<file path="src/rtl/core/ktsc_pkg.sv">
// Package for the knob time-setting controller.
// Holds the knob command codes, field select codes, field limits and the
// shared state types. It depends on nothing else.
package ktsc_pkg;

    // Knob command codes.
    localparam logic [1:0] CMD_FWD   = 2'd0;
    localparam logic [1:0] CMD_BACK  = 2'd1;
    localparam logic [1:0] CMD_PRESS = 2'd2;

    // Field select codes, in editing order.
    localparam logic [2:0] FIELD_YEAR   = 3'd0;
    localparam logic [2:0] FIELD_MONTH  = 3'd1;
    localparam logic [2:0] FIELD_DAY    = 3'd2;
    localparam logic [2:0] FIELD_HOUR   = 3'd3;
    localparam logic [2:0] FIELD_MINUTE = 3'd4;
    localparam logic [2:0] FIELD_SECOND = 3'd5;

    // Field limits.
    localparam logic [7:0] YEAR_MIN   = 8'd70;
    localparam logic [7:0] YEAR_MAX   = 8'd255;
    localparam logic [3:0] MONTH_MIN  = 4'd0;
    localparam logic [3:0] MONTH_MAX  = 4'd11;
    localparam logic [4:0] DAY_MIN    = 5'd1;
    localparam logic [4:0] DAY_MAX    = 5'd31;
    localparam logic [4:0] HOUR_MIN   = 5'd0;
    localparam logic [4:0] HOUR_MAX   = 5'd23;
    localparam logic [5:0] MINSEC_MIN = 6'd0;
    localparam logic [5:0] MINSEC_MAX = 6'd59;

    // One set of calendar and time fields.
    typedef struct packed {
        logic [7:0] year;
        logic [3:0] month;
        logic [4:0] day;
        logic [4:0] hour;
        logic [5:0] minute;
        logic [5:0] second;
    } clk_fields_t;

    // Controller state: mode, selected field and the held values.
    typedef struct packed {
        logic        setting;
        logic [2:0]  field;
        clk_fields_t vals;
    } ctl_state_t;

    localparam ctl_state_t ST_RESET = '{
        setting: 1'b0,
        field:   FIELD_YEAR,
        vals:    '{year: YEAR_MIN, month: MONTH_MIN, day: DAY_MIN,
                   hour: HOUR_MIN, minute: MINSEC_MIN, second: MINSEC_MIN}
    };

endpackage : ktsc_pkg

</file>
<file path="src/rtl/core/ktsc_update.sv">
// Next-state logic of the knob time-setting controller for one request.
// Purely combinational; depends on ktsc_pkg for codes, limits and types.
module ktsc_update (
    input  logic [1:0]              cmd,
    input  ktsc_pkg::clk_fields_t   rtc,
    input  ktsc_pkg::ctl_state_t    st,
    output ktsc_pkg::ctl_state_t    st_next,
    output logic                    commit
);
    import ktsc_pkg::*;

    logic        fwd;
    clk_fields_t stepped;

    assign fwd = (cmd == CMD_FWD);

    // Step the selected field by one, with clamp or wrap as the field requires.
    always_comb
    begin
        stepped = st.vals;
        unique case (st.field)
            FIELD_YEAR:
            begin
                if (fwd)
                    stepped.year = (st.vals.year >= YEAR_MAX) ? YEAR_MAX
                                                              : st.vals.year + 8'd1;
                else
                    stepped.year = (st.vals.year <= YEAR_MIN) ? YEAR_MIN
                                                              : st.vals.year - 8'd1;
            end
            FIELD_MONTH:
            begin
                if (fwd)
                    stepped.month = (st.vals.month >= MONTH_MAX) ? MONTH_MIN
                                                                 : st.vals.month + 4'd1;
                else
                    stepped.month = (st.vals.month <= MONTH_MIN) ? MONTH_MAX
                                                                 : st.vals.month - 4'd1;
            end
            FIELD_DAY:
            begin
                // A day of one or zero steps back to the last day.
                if (fwd)
                    stepped.day = (st.vals.day >= DAY_MAX) ? DAY_MIN
                                                           : st.vals.day + 5'd1;
                else
                    stepped.day = (st.vals.day <= DAY_MIN) ? DAY_MAX
                                                           : st.vals.day - 5'd1;
            end
            FIELD_HOUR:
            begin
                if (fwd)
                    stepped.hour = (st.vals.hour >= HOUR_MAX) ? HOUR_MIN
                                                              : st.vals.hour + 5'd1;
                else
                    stepped.hour = (st.vals.hour <= HOUR_MIN) ? HOUR_MAX
                                                              : st.vals.hour - 5'd1;
            end
            FIELD_MINUTE:
            begin
                if (fwd)
                    stepped.minute = (st.vals.minute >= MINSEC_MAX) ? MINSEC_MIN
                                                                    : st.vals.minute + 6'd1;
                else
                    stepped.minute = (st.vals.minute <= MINSEC_MIN) ? MINSEC_MAX
                                                                    : st.vals.minute - 6'd1;
            end
            FIELD_SECOND:
            begin
                if (fwd)
                    stepped.second = (st.vals.second >= MINSEC_MAX) ? MINSEC_MIN
                                                                    : st.vals.second + 6'd1;
                else
                    stepped.second = (st.vals.second <= MINSEC_MIN) ? MINSEC_MAX
                                                                    : st.vals.second - 6'd1;
            end
            default:
            begin
                stepped = st.vals;
            end
        endcase
    end

    // Decode the knob command and form the next state.
    always_comb
    begin
        st_next = st;
        commit  = 1'b0;
        unique case (cmd) inside
            CMD_FWD, CMD_BACK:
            begin
                // Turns only act in setting mode.
                if (st.setting)
                    st_next.vals = stepped;
            end
            CMD_PRESS:
            begin
                if (!st.setting)
                begin
                    // Enter setting mode with the current clock time.
                    st_next.vals    = rtc;
                    st_next.field   = FIELD_YEAR;
                    st_next.setting = 1'b1;
                end
                else if (st.field >= FIELD_SECOND)
                begin
                    // Leaving the last field writes the time back.
                    commit          = 1'b1;
                    st_next.setting = 1'b0;
                end
                else
                begin
                    st_next.field = st.field + 3'd1;
                end
            end
            default:
            begin
                st_next = st;
            end
        endcase
    end

endmodule : ktsc_update

</file>
<file path="src/rtl/core/knob_time_setting_controller_top.sv">
// Top level of the knob time-setting controller.
// Holds the request register, the controller state and the result register;
// instantiates ktsc_update and uses ktsc_pkg.

// Each knob request is held in the request register and then goes through
// the update logic into the result register. A new request is accepted in
// every cycle that in_stall is low, so the sustained rate is one request
// per clock unless stalled; the controller state is updated as a request
// moves from the request register to the result register, which keeps
// back-to-back requests in order. Every accepted request gives exactly
// one result showing the mode, the selected field and all held values
// after it, with commit high only on the press that leaves setting mode.
module knob_time_setting_controller_top (
    input  logic       clk,
    input  logic       rst_n,
    input  logic       in_valid,
    output logic       in_stall,
    input  logic [1:0] cmd,
    input  logic [7:0] rtc_year,
    input  logic [3:0] rtc_month,
    input  logic [4:0] rtc_day,
    input  logic [4:0] rtc_hour,
    input  logic [5:0] rtc_minute,
    input  logic [5:0] rtc_second,
    output logic       out_valid,
    input  logic       out_stall,
    output logic       in_setting,
    output logic [2:0] field_sel,
    output logic [7:0] set_year,
    output logic [3:0] set_month,
    output logic [4:0] set_day,
    output logic [4:0] set_hour,
    output logic [5:0] set_minute,
    output logic [5:0] set_second,
    output logic       commit
);
    import ktsc_pkg::*;

    logic        in_vld_reg, in_vld_next;
    logic [1:0]  cmd_reg;
    clk_fields_t rtc_reg;
    ctl_state_t  st_reg, st_next;
    logic        out_vld_reg, out_vld_next;
    ctl_state_t  res_reg;
    logic        commit_reg;
    logic        upd_commit;
    logic        advance;
    logic        accept;

    // Handshake: the request moves on when the result register is free.
    assign advance  = in_vld_reg && (!out_vld_reg || !out_stall);
    assign in_stall = in_vld_reg && !advance;
    assign accept   = in_valid && !in_stall;

    ktsc_update u_update (
        .cmd     (cmd_reg),
        .rtc     (rtc_reg),
        .st      (st_reg),
        .st_next (st_next),
        .commit  (upd_commit)
    );

    // Valid flags of the two stages.
    always_comb
    begin
        in_vld_next = accept ? 1'b1 : (advance ? 1'b0 : in_vld_reg);
        if (advance)
            out_vld_next = 1'b1;
        else if (out_vld_reg && !out_stall)
            out_vld_next = 1'b0;
        else
            out_vld_next = out_vld_reg;
    end

    // Control state and controller state, cleared by reset.
    always_ff @(posedge clk or negedge rst_n)
    begin
        if (!rst_n)
        begin
            in_vld_reg  <= 1'b0;
            out_vld_reg <= 1'b0;
            st_reg      <= ST_RESET;
        end
        else
        begin
            in_vld_reg  <= in_vld_next;
            out_vld_reg <= out_vld_next;
            if (advance)
                st_reg <= st_next;
        end
    end

    // Request payload register.
    always_ff @(posedge clk)
    begin
        if (accept)
        begin
            cmd_reg <= cmd;
            rtc_reg <= '{year: rtc_year, month: rtc_month, day: rtc_day,
                         hour: rtc_hour, minute: rtc_minute, second: rtc_second};
        end
    end

    // Result payload register.
    always_ff @(posedge clk)
    begin
        if (advance)
        begin
            res_reg    <= st_next;
            commit_reg <= upd_commit;
        end
    end

    // Result ports.
    assign out_valid  = out_vld_reg;
    assign in_setting = res_reg.setting;
    assign field_sel  = res_reg.field;
    assign set_year   = res_reg.vals.year;
    assign set_month  = res_reg.vals.month;
    assign set_day    = res_reg.vals.day;
    assign set_hour   = res_reg.vals.hour;
    assign set_minute = res_reg.vals.minute;
    assign set_second = res_reg.vals.second;
    assign commit     = commit_reg;

    // A commit always leaves setting mode.
    a_commit_exits: assert property (@(posedge clk) disable iff (!rst_n)
        out_vld_reg && commit_reg |-> !res_reg.setting)
        else $error("commit result still shows setting mode");

    // A commit is only given on the last field.
    a_commit_field: assert property (@(posedge clk) disable iff (!rst_n)
        out_vld_reg && commit_reg |-> res_reg.field == FIELD_SECOND)
        else $error("commit on a field other than the second");

    // A commit can only come from setting mode.
    a_commit_src: assert property (@(posedge clk) disable iff (!rst_n)
        advance && upd_commit |-> st_reg.setting)
        else $error("commit raised outside setting mode");

    // The selected field never leaves the field list.
    a_field_range: assert property (@(posedge clk) disable iff (!rst_n)
        st_reg.field <= FIELD_SECOND)
        else $error("field index out of range");

    // The controller state only changes when a request is processed.
    a_state_hold: assert property (@(posedge clk) disable iff (!rst_n)
        !advance |=> $stable(st_reg))
        else $error("controller state changed without a request");

endmodule : knob_time_setting_controller_top
</file>
<file path="config.mk">
export PLATFORM = sky130hd
export DESIGN_NAME = knob_time_setting_controller_top
export DESIGN_NICKNAME = d
export VERILOG_FILES = /design/src/rtl/core/ktsc_pkg.sv /design/src/rtl/core/ktsc_update.sv /design/src/rtl/core/knob_time_setting_controller_top.sv
export SDC_FILE = /design/constraint.sdc
export NUM_CORES = 1
export LEC_CHECK = 0
export BUFFER_PORTS_ARGS = -buffer_cell sky130_fd_sc_hd__buf_2
export CAP_MARGIN = 20
export CORE_MARGIN = 1
export CORE_UTILIZATION = 40
export DETAILED_ROUTE_END_ITERATION = 6
export PLACE_DENSITY = 0.68
export SLEW_MARGIN = 0
export SYNTH_ARGS = -nofsm -noshare
export SYNTH_HDL_FRONTEND = slang
export SYNTH_SLANG_ARGS = --single-unit
</file>
<file path="constraint.sdc">
create_clock -name clk -period 2.7 [get_ports clk]
set_clock_uncertainty 0.1 [all_clocks]
set_input_delay 0.405 -clock clk [delete_from_list [all_inputs] [get_ports clk]]
set_output_delay 0.405 -clock clk [all_outputs]
set_load 0.005 [all_outputs]
</file>
==> results of run 1 <==
[per-layer routing]
layer	up-vias	wire, um
met1	2944	8770
li1	2841	-
met4	0	371
met3	28	846
met5	-	0
met2	217	8660
[worst register-to-register path, stage by stage (launching register included)]
cell and delay [ns]:
edfxtp_1 0.61, or2_4 0.47, nor4_1 0.40, nor3_1 0.08
a311o_1 0.36, o21ai_1 0.19
[layout by cell type (no fill, tap or decap), types with 11 or more instances in the layout]
| cell type | count |
|---|---|
| dfrtp_1 | 36 |
| o21ai_0 | 56 |
| ha_1 | 20 |
| a31oi_1 | 14 |
| clkbuf_16 | 17 |
| inv_1 | 31 |
| nand3_1 | 26 |
| o22ai_1 | 15 |
| nor3_1 | 15 |
| edfxtp_1 | 75 |
| a21oi_1 | 39 |
| nor2_1 | 41 |
| buf_2 | 80 |
| o211ai_1 | 11 |
| and3_1 | 17 |
| buf_4 | 25 |
| nand2_1 | 71 |
| a22oi_1 | 21 |
[worst paths after layout]
| check | slack, ns | end | from |
|---|---|---|---|
| worst max-delay path | 0.33 | set_year[0]$_DFFE_PP_ | cmd_reg[0]$_DFFE_PP_ |
| worst min-delay path | 0.05 | rtc_reg[10]$_DFFE_PP_ | rtc_minute[4] |
| worst max register to register | 0.33 | set_year[0]$_DFFE_PP_ | cmd_reg[0]$_DFFE_PP_ |
| worst min register to register | 0.38 | out_valid$_DFFE_PN0P_ | in_vld_reg$_DFFE_PN0P_ |
| max in group asynchronous | 1.76 | st_reg[32]$_DFFE_PN1P_ | rst_n |
| min in group asynchronous | 0.41 | st_reg[3]$_DFFE_PN0P_ | rst_n |
[power groups by stage]
| stage | Sequential (mW) | Clock (mW) | Combinational, mW |
|---|---|---|---|
| 2_1_floorplan | 2.77 | 0 | 2.56 |
| 3_3_place_gp | 3.15 | 0 | 3.08 |
| 3_5_place_dp | 3.15 | 0 | 3.11 |
| 4_1_cts | 3.12 | 2.56 | 3.14 |
| 5_1_grt | 3.23 | 2.64 | 3.55 |
| 6_report | 3.15 | 2.53 | 3.17 |
[through the flow]
stage	cell area (um2)	setup slack, ns	power [mW]	hold slack [ns]
after CTS	8190	0.385	8.82	0.0279
after detailed placement	7530	0.416	6.26	0.308
final	8190	0.327	8.85	0.0488
after floorplan	6860	0.00517	5.33	0.00941
after global placement	7530	0.378	6.24	0.310
after global routing	8190	0.182	9.42	0.0292
[layout make-up]
cell class | instances | area, um2
Sequential cell | 115 | 3260
Tap cell | 220 | 275
Timing Repair Buffer | 109 | 658
Multi-Input combinational cell | 507 | 3220
Inverter | 32 | 120
Clock buffer | 18 | 429
Fill cell | 1531 | 8450
Clock inverter | 14 | 224
[timing repair]
action / 4_1_cts / 5_1_grt
setup endpoints to repair: 0 / 0
hold endpoints to repair: 36 / 0
gates resized for setup: 0 / 0
hold buffers: 1 / 0
[cell families after synthesis]
kind of cell / count (synthesis) / synth area share (%)
buf+inv: 88 / 5.60
fa+ha+maj: 20 / 3.65
simple gates: 227 / 17.0
mux: 13 / 1.97
xor+xnor: 8 / 1.02
compound gates: 239 / 23.3
flops: 115 / 47.5
==> run metrics, run 1 <==
Port Buffers=80; met2 Use GR=33.9%; Top Ports=81; drt drc=0; CP required=2.85 ns; hold depth=1; warnings from Yosys=0; Layout area overhead=19.4%; Total Neg Setup Slack=0 ns; gr ovfl total=0; Total Routing Usage GR=22.1%; CP max-delay cell=edfxtp_1; Reg2Reg Depth=5; Initial Util=41.2%; P per Cell Area=1080 mW/mm2; vias in the first global route=5680; Slew Viols, Final=0; Slew @ Worst Pin=0.764 ns; DRC violation total after the first TritonRoute iteration=686; largest net degree at the start of global routing=40; Lkg Pwr=3.29 nW; biggest area consumer among synthesized cells=edfxtp_1; combinational group share of total power=35.8%; Max Clock Freq=0.421 GHz; WP depth=5; Post-synth top flop=edfxtp_1; Clk pin slew, worst setup/hold paths=0.06 ns; gp weighted congestion=0.931; cell-internal power=5.49 mW; GR Layer Usage met1=30.3%; worst rel slew slack=48.5%; Post-Syn Nets=770; Worst EP arrival=2.53 ns; CTS Buf Count=17; post-CTS setup repair buffer count=0; CP cell instances=or2_4 -> nor4_1 -> nor3_1 -> a311o_1 -> o21ai_1; CP Launch Type=flip-flop; Clock Sinks=115; CP Max Fanout=30; Seq cells post-synth=115; die height=133 um; Worst setup EP type=flip-flop; post-layout min period=2.37 ns; drt wl/cell=18.4 um; CP top delay family=simple AND/OR/NAND/NOR gates; vias=6030; Routed Antenna Nets=0; Netlist cell types=75; switching fraction of total power=37.9%; Cell Rows=47; power share of the clock group=28.5%; clock latency on the worst-skew pair=0.43 ns; most common library cells after synthesis=75 x edfxtp_1, 71 x nand2_1, 56 x o21ai_0; GR peak layer=met2; Die ar.=0.0177 mm2; CTS Root Cell=clkbuf_16; Max Cap Viol=0; count leader, synth=edfxtp_1; Syn Area/Cell=9.66 um2; Final Cycle Share=87.9%; Net Switching=3.36 mW; CTS max path bufs=2; slowest stage delay, CP=0.61 ns; dpl cells=982; vias per std cell=5.94; die width=133 um; sequential share of power=35.6%; H-tree depth=4; unrepaired setup endpoints after global routing=no; Post-Syn Instances=710; DP HPWL=12.9 mm; Crit Path Class=flip-flop to flip-flop; CTS tree=done; Worst IR Drop VDD=584 uV; Final Routed Wirelength=18.7 mm; global-route wire length before repair=30.0 mm; # diodes=0; DRT Pass-1 Iters=5; Fin. Hold Viols=0; register area share after synthesis=47.5%; initial antenna violation count=0; Core Area=0.0166 mm2; routing usage on met3=4.48%; ratio of cells with drive above 1 in the final layout=20.6%; status=finished, final reports clean; Layout Utilization=49.2%; Synth Cell Area=0.00686 mm2; max reg flops=38; Post-synth EDFFs=75; share of the synthesized area in the top cell type=32.8%; Nets=842; Non-Filler Instances=1015; Hold Crit Class=input pin to flip-flop; final setup violation count=0; WP buf/inv=0; Area contributors post-synth=edfxtp_1 33%, dfrtp_1 13%, o21ai_0 4.1%; Synth async-reset ratio=34.8%
No activity file was read; power rests on OpenSTA's default activity.
==> run 2: changes to the inputs <==
--- a/config.mk
+++ b/config.mk
@@ -7,8 +7,9 @@
 export LEC_CHECK = 0
 export BUFFER_PORTS_ARGS = -buffer_cell sky130_fd_sc_hd__buf_2
 export CAP_MARGIN = 20
-export CORE_MARGIN = 1
+export CORE_MARGIN = 2
 export CORE_UTILIZATION = 40
+export CTS_BUF_LIST = sky130_fd_sc_hd__clkbuf_16
 export DETAILED_ROUTE_END_ITERATION = 6
 export PLACE_DENSITY = 0.68
 export SLEW_MARGIN = 0
==> run 2 against run 1 <==
Fmax increased by 2.0%. Sequential share of layout area increased by 0.25 points. Routed wire length up 0.84%. Utilization down 0.48 points. Cell area fell by 0.63%. Critical path depth increased by 1. Via count is 0.83% lower. Power decreased by 1.4%. Die area grew 3.0%. Largest power group unchanged. Highest routed layer unchanged.
==> run metrics, run 2 (synthesized netlist as in run 1, its figures left out) <==
dpl cells=980 (-0.20%); Hold Crit Start=rtc_minute[1]; P per Cell Area=1070 mW/mm2 (-0.73%); CTS tree=done; switching fraction of total power=37.5% (-0.48 points); gp weighted congestion=0.903 (-3.0%); overall power=8.73 mW (-1.4%); Final Cycle Share=86.2% (-1.7 points); clock latency on the worst-skew pair=0.43 ns (about the same); Lkg Pwr=3.27 nW (-0.68%); die height=135 um (+1.5%); unrepaired setup endpoints after global routing=no; Total Routing Usage GR=21.3% (-0.78 points); H-tree depth=4 (unchanged); CTS max path bufs=2 (unchanged); DP HPWL=12.9 mm (-0.15%); hold depth=1 (unchanged); Max Cap Viol=0 (unchanged); Nets=840 (-0.24%); vias in the first global route=5581 (-1.7%); Fin. Hold Viols=0 (unchanged); most common cell after layout, fill and taps aside=buf_2; combinational group share of total power=36.4% (+0.6 points); Worst IR Drop VDD=561 uV (-4.0%); cell-internal power=5.46 mW (-0.59%); vias per std cell=5.90 (-0.63%); worst rel slew slack=52.4% (+3.9 points); Routed Antenna Nets=0 (unchanged); largest net degree at the start of global routing=33 (-18%); R2R Setup Slk=0.37 ns (+0.05 ns); Initial Util=41.1% (-0.15 points); drt wl/cell=18.6 um (+1.0%); Max Clock Freq=0.430 GHz (+2.0%); Worst EP arrival=2.39 ns (-0.14 ns); Slew @ Worst Pin=0.705 ns (-0.0583 ns); GR Layer Usage met1=29.2% (-1.0 points); final setup violation count=0 (unchanged); Hold Crit Class=input pin to flip-flop; Core Area=0.0167 mm2 (+0.35%); Die ar.=0.0182 mm2 (+3.0%); Hold Path Sink=rtc_reg[7]$_DFFE_PP_; Total Neg Setup Slack=0 ns (unchanged); post-layout min period=2.33 ns (-0.0464 ns); met2 Use GR=33.2% (-0.70 points); CP required=2.76 ns (-0.09 ns); Net Switching=3.27 mW (-2.6%); Clock Sinks=115 (unchanged); Cell Rows=47 (unchanged); Layout area overhead=18.6%; Layout Utilization=48.7% (-0.48 points); CTS Buf Count=17 (unchanged); vias=5980 (-0.83%); FF-to-FF Start=st_reg[27]$_DFFE_PN1P_; ratio of cells with drive above 1 in the final layout=20.3% (-0.33 points); GR peak layer=met2; hold_ws=0.0501 ns (+0.00134 ns); DRT Pass-1 Iters=5 (unchanged); # diodes=0 (unchanged); sequential share of power=35.6% (about the same); CP Max Fanout=11 (-63%); Port Buffers=80 (unchanged); drt drc=0 (unchanged); initial antenna violation count=0 (unchanged); power share of the clock group=28.0% (-0.5 points); Worst setup EP type=flip-flop; reg2reg end=set_year[3]$_DFFE_PP_; DRC violation total after the first TritonRoute iteration=700 (+2.0%); Non-Filler Instances=1013 (-0.20%); Clk pin slew, worst setup/hold paths=0.06 ns (about the same); CTS Root Cell=clkbuf_16; status=finished, final reports clean; die width=135 um (+1.5%); Slew Viols, Final=0 (unchanged); post-CTS setup repair buffer count=0 (unchanged); leading cell types in the layout, fill and taps excluded=80 x buf_2, 75 x edfxtp_1, 71 x nand2_1; CTS resizes=0 (unchanged); Crit Path Class=flip-flop to flip-flop; gr ovfl total=0 (unchanged); routing usage on met3=4.62% (+0.13 points); max reg flops=38 (unchanged); CP Launch Type=flip-flop; global-route wire length before repair=30.1 mm (+0.12%); Reg2Reg Depth=6 (+1); Top Ports=81 (unchanged); Final Routed Wirelength=18.8 mm (+0.84%)
-- run 2: cell type report --
type | count | area, um2
Fill cell | 1569 | 8560
Sequential cell | 115 | 3260
Multi-Input combinational cell | 507 | 3220
Timing Repair Buffer | 107 | 618
Clock buffer | 17 | 425
Tap cell | 220 | 275
Clock inverter | 15 | 216
Inverter | 32 | 120
-- run 2: per-stage QoR --
step | instance area (um2) | setup slack, ns
final | 8140 | 0.374
after global routing | 8140 | 0.238
after CTS | 8140 | 0.452
after detailed placement | 7490 | 0.458
after global placement | 7490 | 0.462
after floorplan | 6860 | 0.00517
-- run 2: metal layers --
| layer | vias to the layer above | share of wire, % |
|---|---|---|
| li1 | 2829 | - |
| met4 | 0 | 2.0 |
| met1 | 2885 | 46 |
| met5 | - | 0 |
| met3 | 34 | 6.3 |
| met2 | 232 | 46 |
-- run 2: worst max path at each step --
stage | start | to | slack (ns) | depth (start not counted)
finish | st_reg[27]$_DFFE_PN1P_ | set_year[3]$_DFFE_PP_ | 0.37 | 6
detailed placement | st_reg[27]$_DFFE_PN1P_ | set_year[3]$_DFFE_PP_ | 0.46 | 6
global placement | st_reg[27]$_DFFE_PN1P_ | set_year[3]$_DFFE_PP_ | 0.46 | 6
global route | st_reg[27]$_DFFE_PN1P_ | set_year[3]$_DFFE_PP_ | 0.24 | 6
floorplan | out_stall | commit$_SDFFCE_PN0P_ | 0.005 | 4
CTS | st_reg[27]$_DFFE_PN1P_ | set_year[3]$_DFFE_PP_ | 0.45 | 6
-- run 2: critical path, stage by stage, from the launching register on --
cell	delay, ns
dfstp_2	0.62
ha_1	0.16
and4b_1	0.22
a211oi_4	0.33
a21oi_1	0.15
a222oi_1	0.37
inv_1	0.10
-- run 2: timing repair --
action                                  CTS  global route
endpoints found under the setup margin    0             0
hold buffers                              1             0
hold endpoints to repair                 11             0
-- run 2: power groups by stage --
stage          Clock [mW]  Sequential [mW]  Combinational [mW]
6_report             2.44             3.11                3.18
5_1_grt              2.57             3.20                3.56
4_1_cts              2.49             3.09                3.14
3_5_place_dp            0             3.11                3.11
3_3_place_gp            0             3.12                3.11
2_1_floorplan           0             2.77                2.56
==> run 3: changes to the inputs <==
--- a/config.mk
+++ b/config.mk
@@ -11,7 +11,7 @@
 export CORE_UTILIZATION = 40
 export CTS_BUF_LIST = sky130_fd_sc_hd__clkbuf_16
 export DETAILED_ROUTE_END_ITERATION = 6
-export PLACE_DENSITY = 0.68
+export PLACE_DENSITY = 0.61
 export SLEW_MARGIN = 0
 export SYNTH_ARGS = -nofsm -noshare
 export SYNTH_HDL_FRONTEND = slang
==> run 3 against run 2 <==
The run now ends with hold timing left. Cell area fell by 0.15%. Critical endpoint is now set_day[3]$_DFFE_PP_. Non-clock buffer count rose by 6. Highest routed layer unchanged. Critical path depth rose by 2. Routed wire length rose by 6.6%. Utilization fell by 0.075 points. Hold slack got worse by 0.053 ns. Largest cell class unchanged. Fmax fell by 0.15%. Via count rose by 1.8%. Critical path type unchanged. Clock-buffer cell count did not move.
==> run metrics, run 3 (synthesized netlist as in run 1, its figures left out) <==
Top Ports=81 (unchanged); H-tree depth=4 (unchanged); slowest stage delay, CP=0.61 ns (about the same); CP cell instances=ha_1 -> and3_1 -> ha_1 -> or3_1 -> nor2_1 -> a221oi_1 -> a2bb2oi_1 -> nand2_1; Die ar.=0.0182 mm2 (unchanged); Critical Path Sink=set_day[3]$_DFFE_PP_; Worst EP arrival=2.40 ns (about the same); CTS Buf Count=17 (unchanged); DRC violation total after the first TritonRoute iteration=630 (-10%); R2R Setup Slk=0.37 ns (about the same); post-CTS setup repair buffer count=0 (unchanged); Worst IR Drop VDD=551 uV (-1.9%); Crit Path Class=flip-flop to flip-flop; power share of the clock group=25.4% (-2.6 points); switching fraction of total power=38.4% (+0.99 points); CP required=2.77 ns (about the same); gr ovfl total=0 (unchanged); hold_ws=-0.00316 ns (-0.0533 ns); WP buf/inv=0 (-1); largest net degree at the start of global routing=41 (+24%); P per Cell Area=1050 mW/mm2 (-1.8%); Max Cap Viol=0 (unchanged); cell-internal power=5.27 mW (-3.5%); Slew @ Worst Pin=0.661 ns (-0.0438 ns); initial antenna violation count=0 (unchanged); Post-CTS Hold Buffers=0 (-1); vias=6090 (+1.8%); ratio of cells with drive above 1 in the final layout=20.0% (-0.28 points); CTS Root Cell=clkbuf_16; max reg flops=38 (unchanged); combinational group share of total power=38.1% (+1.7 points); worst rel slew slack=55.9% (+3.5 points); Lkg Pwr=3.29 nW (+0.62%); critical path startpoint=st_reg[17]$_DFFE_PN1P_; CTS max path bufs=2 (unchanged); status=finished with violations; Fin. Hold Viols=3 (+3); CTS tree=done; die height=135 um (unchanged); Nets=846 (+0.71%); vias per std cell=5.98 (+1.2%); clock latency on the worst-skew pair=0.43 ns (about the same); Core Area=0.0167 mm2 (unchanged); Cell Rows=47 (unchanged); DP HPWL=14.0 mm (+8.0%); CP Max Fanout=10 (-1); WP depth=8 (+2); gp weighted congestion=0.884 (-2.1%); reg2reg end=set_day[3]$_DFFE_PP_; Layout area overhead=18.5%; leading cell types in the layout, fill and taps excluded=80 x buf_2, 75 x edfxtp_1, 71 x nand2_1; sequential share of power=36.5% (+0.9 points); Routed Antenna Nets=0 (unchanged); vias in the first global route=5874 (+5.2%); global-route wire length before repair=31.6 mm (+5.2%); Net Switching=3.29 mW (+0.65%); Hold Crit Class=input pin to async pin; Initial Util=41.1% (unchanged); failing checks=hold timing; # diodes=0 (unchanged); Clock Sinks=115 (unchanged); Max Clock Freq=0.429 GHz (-0.15%); CP Launch Type=flip-flop; final setup violation count=0 (unchanged); Worst setup EP type=flip-flop; overall power=8.56 mW (-1.9%); drt wl/cell=19.7 um (+6.0%); Reg2Reg Depth=8 (+2); Port Buffers=80 (unchanged); Fillers=1574 (+0.32%); most used cell, CP=ha_1; most common cell after layout, fill and taps aside=buf_2; die width=135 um (unchanged); Final Routed Wirelength=20.1 mm (+6.6%); Clk pin slew, worst setup/hold paths=0.06 ns (about the same); unrepaired setup endpoints after global routing=no; CTS resizes=0 (unchanged); FF-to-FF Start=st_reg[17]$_DFFE_PN1P_; drt drc=0 (unchanged); post-layout min period=2.33 ns (+0.00351 ns); CP max-delay cell=dfstp_2; Slew Viols, Final=0 (unchanged); CP top delay family=compound AO/OA/AOI/OAI gates; Total Neg Setup Slack=0 ns (unchanged); DRT Pass-1 Iters=7 (+2); Final Cycle Share=86.3% (+0.13 points); Total Routing Usage GR=22.8% (+1.5 points)
## run 3: cell types whose count changed in the layout (fill, tap and decap cells not counted)
cell,before,now
buf_4,25,30
dlygate4sd3_1,1,0
buf_12,1,3
clkinv_4,4,0
bufinv_16,5,3
clkinv_1,1,5
clkinvlp_4,2,0
inv_1,33,37
## run 3: worst min path at each step
stage / cells past startpoint / startpoint / slack [ns] / to
6_report: 2 / rst_n / -0.003 / st_reg[5]$_DFFE_PN0P_
5_1_grt: 2 / rst_n / 0.03 / st_reg[5]$_DFFE_PN0P_
4_1_cts: 2 / rst_n / 0.01 / st_reg[5]$_DFFE_PN0P_
3_5_place_dp: 1 / in_vld_reg$_DFFE_PN0P_ / 0.38 / out_valid$_DFFE_PN0P_
3_3_place_gp: 1 / in_vld_reg$_DFFE_PN0P_ / 0.36 / out_valid$_DFFE_PN0P_
2_1_floorplan: 0 / rst_n / 0.009 / in_vld_reg$_DFFE_PN0P_
## run 3: layout make-up
cell class / instances / area, um2 / share of cell area, %
Clock buffer: 17 / 425 / 5.24
Clock inverter: 15 / 136 / 1.68
Inverter: 32 / 120 / 1.48
Multi-Input combinational cell: 507 / 3220 / 39.7
Sequential cell: 115 / 3260 / 40.1
Tap cell: 220 / 275 / 3.39
Timing Repair Buffer: 113 / 686 / 8.44
## run 3: per-layer routing
layer | share of wire, % | track usage [%]
met5 | 0 | 0
met4 | 2.5 | 9.03
met3 | 6.6 | 4.58
met2 | 47 | 36.2
met1 | 44 | 30.6
## run 3: through the flow
| stage | area (um2) | cells | utilization (%) | hold slack (ns) | worst slack, ns |
|---|---|---|---|---|---|
| 6_report | 8130 | 1019 | 48.7 | -0.00316 | 0.370 |
| 5_1_grt | 8130 | 1019 | 48.7 | 0.0287 | 0.266 |
| 4_1_cts | 8130 | 1019 | 48.7 | 0.00974 | 0.391 |
| 3_5_place_dp | 7560 | 987 | 45.3 | 0.376 | 0.433 |
| 3_3_place_gp | 7560 | 987 | 45.3 | 0.356 | 0.473 |
| 2_1_floorplan | 6860 | 710 | - | 0.00941 | 0.00517 |
## run 3: power groups by stage
stage	logic, mW	clock network (mW)	registers [mW]
after floorplan	2.56	0	2.77
after global placement	3.16	0	3.11
after detailed placement	3.20	0	3.12
after CTS	3.23	2.21	3.10
after global routing	3.63	2.30	3.20
final	3.26	2.17	3.13
